### config.mk
export PLATFORM = sky130hd
export DESIGN_NAME = dfam_div_unit
export DESIGN_NICKNAME = d
export VERILOG_FILES = /design/src/hdl/dfam_pkg.sv /design/src/hdl/dfam_div_unit.sv
export SDC_FILE = /design/constraint.sdc
export NUM_CORES = 1
export LEC_CHECK = 0
export BUFFER_PORTS_ARGS = -buffer_cell sky130_fd_sc_hd__buf_4
export CORE_AREA = 4 4 131 133
export CTS_CLUSTER_DIAMETER = 100
export CTS_CLUSTER_SIZE = 28
export DETAILED_ROUTE_END_ITERATION = 10
export DIE_AREA = 0 0 135 137
export GPL_TIMING_DRIVEN = 1
export PLACE_DENSITY = 0.75
export SLEW_MARGIN = 10
export SYNTH_ARGS = -nofsm -noshare
export SYNTH_HDL_FRONTEND = slang
export SYNTH_SLANG_ARGS = --single-unit
### constraint.sdc
create_clock -name clock -period 14 [get_ports clock]
set_input_delay 1.4 -clock clock [delete_from_list [all_inputs] [get_ports clock]]
set_output_delay 1.4 -clock clock [all_outputs]
set_load 0.01 [all_outputs]
### src/hdl/dfam_pkg.sv
// shared types, constants and helpers of the decimal float arithmetic unit
`timescale 1ns / 1ps

package dfam_pkg;

   localparam logic [1:0] OP_ADD = 2'd0;
   localparam logic [1:0] OP_MUL = 2'd1;
   localparam logic [1:0] OP_DIV = 2'd2;

   localparam logic [63:0] MANT_LIMIT = 64'((32'hffffffff) >> 1);

   localparam logic [6:0] DIV_SLOW_CYCLES = 7'd64;
   localparam logic [6:0] DIV_FAST_CYCLES = 7'd8;
   localparam logic [4:0] TEN = 5'd10;

   typedef enum logic [3:0] {
      ST_IDLE,
      ST_DECODE,
      ST_MUL,
      ST_SCALE,
      ST_DIV,
      ST_DWAIT,
      ST_ALIGN,
      ST_AWAIT,
      ST_NORM,
      ST_NWAIT,
      ST_FIN
   } dfam_state_type;

   typedef struct packed {
      logic start;
      logic fast;
   } dfam_div_req_type;

   // digit count of the divisor capped at 8, 1 for anything below ten
   function automatic logic [3:0] scale_digits(input logic signed [31:0] n);
      logic [3:0] k;
      k = 4'd1;
      if (n >= 32'sd10) k = k + 4'd1;
      if (n >= 32'sd100) k = k + 4'd1;
      if (n >= 32'sd1000) k = k + 4'd1;
      if (n >= 32'sd10000) k = k + 4'd1;
      if (n >= 32'sd100000) k = k + 4'd1;
      if (n >= 32'sd1000000) k = k + 4'd1;
      if (n >= 32'sd10000000) k = k + 4'd1;
      return k;
   endfunction

   function automatic logic [26:0] pow10(input logic [3:0] k);
      logic [26:0] p;
      case (k)
         4'd1: p = 27'd10;
         4'd2: p = 27'd100;
         4'd3: p = 27'd1000;
         4'd4: p = 27'd10000;
         4'd5: p = 27'd100000;
         4'd6: p = 27'd1000000;
         4'd7: p = 27'd10000000;
         4'd8: p = 27'd100000000;
         default: p = 27'd1;
      endcase
      return p;
   endfunction

endpackage

### src/hdl/dfam_div_unit.sv
// shared iterative unsigned divider: 64 by 32 bit, or a fast divide-by-ten mode
`timescale 1ns / 1ps

module dfam_div_unit (
   input  logic                       clock,
   input  logic                       reset,
   input  dfam_pkg::dfam_div_req_type div_req,
   input  logic [63:0]                dividend,
   input  logic [31:0]                divisor,
   output logic [63:0]                quotient,
   output logic                       done
);

   logic [63:0] q_ff, q_in;
   logic [31:0] rem_ff, rem_in;
   logic [6:0]  cnt_ff, cnt_in;
   logic        busy_ff, busy_in;
   logic        fast_ff, fast_in;
   logic        done_ff, done_in;

   always_comb begin
      logic [4:0]  r5;
      logic [3:0]  r4;
      logic [7:0]  qb;
      logic [32:0] sh;
      logic [32:0] df;
      q_in = q_ff;
      rem_in = rem_ff;
      cnt_in = cnt_ff;
      busy_in = busy_ff;
      fast_in = fast_ff;
      done_in = 1'b0;
      r5 = '0;
      r4 = '0;
      qb = '0;
      sh = '0;
      df = '0;
      if (busy_ff) begin
         if (fast_ff) begin
            // eight bits a cycle, remainder stays below ten
            r4 = rem_ff[3:0];
            for (int i = 0; i < 8; i++) begin
               r5 = {r4, q_ff[63-i]};
               if (r5 >= dfam_pkg::TEN) begin
                  r4 = 4'(r5 - dfam_pkg::TEN);
                  qb[7-i] = 1'b1;
               end else begin
                  r4 = r5[3:0];
                  qb[7-i] = 1'b0;
               end
            end
            q_in = {q_ff[55:0], qb};
            rem_in = {28'd0, r4};
         end else begin
            sh = {rem_ff, q_ff[63]};
            df = sh - {1'b0, divisor};
            if (!df[32]) begin
               rem_in = df[31:0];
               q_in = {q_ff[62:0], 1'b1};
            end else begin
               rem_in = sh[31:0];
               q_in = {q_ff[62:0], 1'b0};
            end
         end
         cnt_in = cnt_ff - 7'd1;
         if (cnt_ff == 7'd1) begin
            busy_in = 1'b0;
            done_in = 1'b1;
         end
      end else if (div_req.start) begin
         q_in = dividend;
         rem_in = '0;
         fast_in = div_req.fast;
         cnt_in = div_req.fast ? dfam_pkg::DIV_FAST_CYCLES : dfam_pkg::DIV_SLOW_CYCLES;
         busy_in = 1'b1;
      end
   end

   always_ff @(posedge clock) begin
      if (reset) begin
         busy_ff <= 1'b0;
         done_ff <= 1'b0;
         cnt_ff <= '0;
         fast_ff <= 1'b0;
      end else begin
         busy_ff <= busy_in;
         done_ff <= done_in;
         cnt_ff <= cnt_in;
         fast_ff <= fast_in;
      end
      q_ff <= q_in;
      rem_ff <= rem_in;
   end

   assign quotient = q_ff;
   assign done = done_ff;

endmodule

==> flow_summary.toml <==
[critical_path]
worst_setup_path_end_kind = "flip-flop"
critPathKind = "flip-flop to flip-flop"
cp.buffers_inverters = 2
critPathTopFamily = "compound AO/OA/AOI/OAI gates"
worstPathArrival_ns = 10.03
path_common_cell = "ha_1"
cp-start-kind = "flip-flop"
slowest_delay_ns = 0.57
r2r_slack_ns = 4.15
cp.required_ns = 14.18
cp_slowest_cell = "edfxtp_1"
cp_max_fo = 13

[placed_design]
dpl_worst_slack_ns = 4.38
portBuffers = 164
place.gp.congestion = 0.924
dp_hpwl_microns = 15500
placed_area_sq_mm = 0.00931

[yosys]
synth.avg_cell_area_sq_um = 9.37
syn_inst = 843
seq_area_frac_synth_pct = 39.0
synth_edf_count = 96
synth-main-ff-cell = "edfxtp_1"
synthesis.area_sq_mm = 0.00790
synth.net_count = 986
synthDistinctLibCells = 71
yosys_warnings = 0
synth-seq-cells = 106
synth-async-reset-ratio_pct = 0

[route]
drtIter0Drc = 353
firstDrtPassIters = 4
postRouteAntennaNets = 0
vias = 6767
routed_wl_microns = 20600
wire_per_inst_microns = 17.1
viasPerCell = 5.62
drc_errors = 0

[finish]
nets = 1128
drive_gt1_share_pct = 21.0
fin_area_sq_mm = 0.00959
diodes = 0
area_delta_synth_final_pct = 21.4
final_core_util_pct = 60.6

[die]
die_area_sq_mm = 0.0185
io_pins = 165
num_rows = 46
die_x_microns = 135
coreArea_sq_mm = 0.0158
start_util_pct = 49.9
die_height_microns = 137

[hold_path]
hold_path.class = "flip-flop to flip-flop"

[timing]
setup_viol = 0
finalClockSkew_ns = 0.00992
whs_ns = 0.496
period_needed_ns = 9.85
fin_crit_sh_pct = 70.3
drv_slew = 0
setup_tns_ns = 0
slew_headroom_pct = 32.8
worst_slew_pin_slew_ns = 1.01
rsz0062_at_grt = "no"
layout_setup_ws_ns = 4.15
hold_viol_final = 0
fmax_mhz = 102

[clock_network]
post_cts_buffers = 0
clock-sinks = 106
clock_path_buffers = 2
post_cts_resized = 0
clock_latency_ns = 0.36
cts_buffers = 9
cts_tree = "built"
cts.clk_slew.worst_paths_ns = 0.07
htree_levels = 3
cts_root_buf = "clkbuf_16"
holdBufCountCts = 0

[global_routing]
grt_max_degree = 91
antenna_found_initial = 0
grt_overflow_total = 0
grt_pass1_vias = 6596
grt_pass1_wl_microns = 33200
gr-usage-all-layers_pct = 22.6

[status]
status = "complete, no violations"

[power_and_ir_drop]
leakagePower_nw = 4.08
power.density_mw_per_mm2 = 170
ir_drop_mv = 0.153

[run]
maxCapViolCount = 0
[registers in the layout (all words and copies together), names as in the netlist]
signal,cells
rem_ff,32
cnt_ff,7
done,1
fast_ff,1
quotient,64
busy_ff,1
[where the power goes]
group | total [mW] | internal (mW) | switching, mW | leakage (nW)
clock network | 0.253 | 0.125 | 0.128 | 0.138
registers | 0.452 | 0.401 | 0.0511 | 1.06
logic | 0.922 | 0.413 | 0.509 | 2.88
[synth_stat cells (4+ instances only)]
cell | count | area, sq um
xor2_1 | 7 | 61.3
a31oi_1 | 10 | 62.6
mux2i_1 | 92 | 921
buf_1 | 11 | 41.3
nor3_1 | 16 | 80.1
inv_1 | 60 | 225
and2_1 | 5 | 31.3
nor2_1 | 116 | 435
edfxtp_1 | 96 | 2880
nor2b_1 | 11 | 68.8
a2111oi_0 | 5 | 43.8
o21a_1 | 11 | 82.6
o21bai_1 | 5 | 37.5
a21o_1 | 19 | 143
nand3_1 | 14 | 70.1
or3_1 | 6 | 37.5
xnor2_1 | 21 | 184
a211oi_1 | 8 | 60.1
o21ai_0 | 25 | 125
nand2_1 | 30 | 113
a21oi_1 | 96 | 480
ha_1 | 42 | 526
mux2_2 | 5 | 56.3
clkbuf_1 | 25 | 93.8
nand2b_1 | 13 | 81.3
or4_1 | 4 | 30.0
o22ai_1 | 4 | 25.0
dfxtp_1 | 10 | 200
[worst paths after layout]
path / startpoint / end / depth (start not counted)
max reg2reg: rem_ff[0] / rem_ff[2] / 39
min: cnt_ff[6] / done / 1
min reg2reg: cnt_ff[6] / done / 1
max: rem_ff[0] / rem_ff[2] / 39
[cell families after synthesis]
group / count (synthesis) / synth area share, %
AND/OR/NAND/NOR: 238 / 14.3
adder cells (fa/ha/maj): 43 / 6.91
buffers and inverters: 99 / 4.89
flip-flops: 106 / 39.0
multiplexers: 98 / 12.6
AO/OA/AOI/OAI: 231 / 19.2
XOR/XNOR: 28 / 3.10
[metrics by stage]
| stage | power (mW) | cells |
|---|---|---|
| floorplan | 1.17 | 843 |
| global placement | 1.36 | 1190 |
| detailed placement | 1.37 | 1190 |
| CTS | 1.63 | 1205 |
| global route | 1.76 | 1205 |
| finish | 1.63 | 1205 |
[layout make-up]
class / instances / area [sq um]
clock inverters: 6 / 58.8
clock buffers: 9 / 225
inverters: 61 / 231
multi-input cells: 638 / 4450
flip-flops and latches: 106 / 3090
fillers: 1404 / 6230
well taps: 216 / 270
repair buffers: 169 / 1270
[placed cells by master, fill, tap and decap left out, types with 4 or more instances in the layout]
cell,Yosys,routed
a2111oi_0,5,5
a211oi_1,8,8
a21o_1,19,19
a21oi_1,96,96
a31oi_1,10,10
and2_1,5,5
buf_4,0,169
clkbuf_16,0,9
dfxtp_1,10,8
edfxtp_1,96,96
ha_1,42,42
inv_1,60,59
mux2_2,5,5
mux2i_1,92,92
nand2_1,30,30
nand2b_1,13,13
nand3_1,14,14
nor2_1,116,116
nor2b_1,11,11
nor3_1,16,16
o21a_1,11,11
o21ai_0,25,25
o21bai_1,5,5
o22ai_1,4,4
or3_1,6,6
or4_1,4,4
xnor2_1,21,21
xor2_1,7,6
[worst reg2reg max path, delay by kind of cell, from the launching register on]
family,cells,cell delay (ns)
AO/OA/AOI/OAI,22,5.18
adder cells (fa/ha/maj),8,2.14
AND/OR/NAND/NOR,4,0.76
flip-flops,1,0.57
XOR/XNOR,2,0.42
buffers and inverters,2,0.32
multiplexers,1,0.27
[per-layer routing]
| metal | GRT usage (%) | vias up | routed length (microns) |
|---|---|---|---|
| li1 | - | 3405 | - |
| met1 | 28.0 | 3138 | 8860 |
| met2 | 37.5 | 197 | 9610 |
| met3 | 7.61 | 27 | 1700 |
| met4 | 6.72 | 0 | 426 |
| met5 | 0 | - | 0 |
Power figures use the tool's default switching activity.
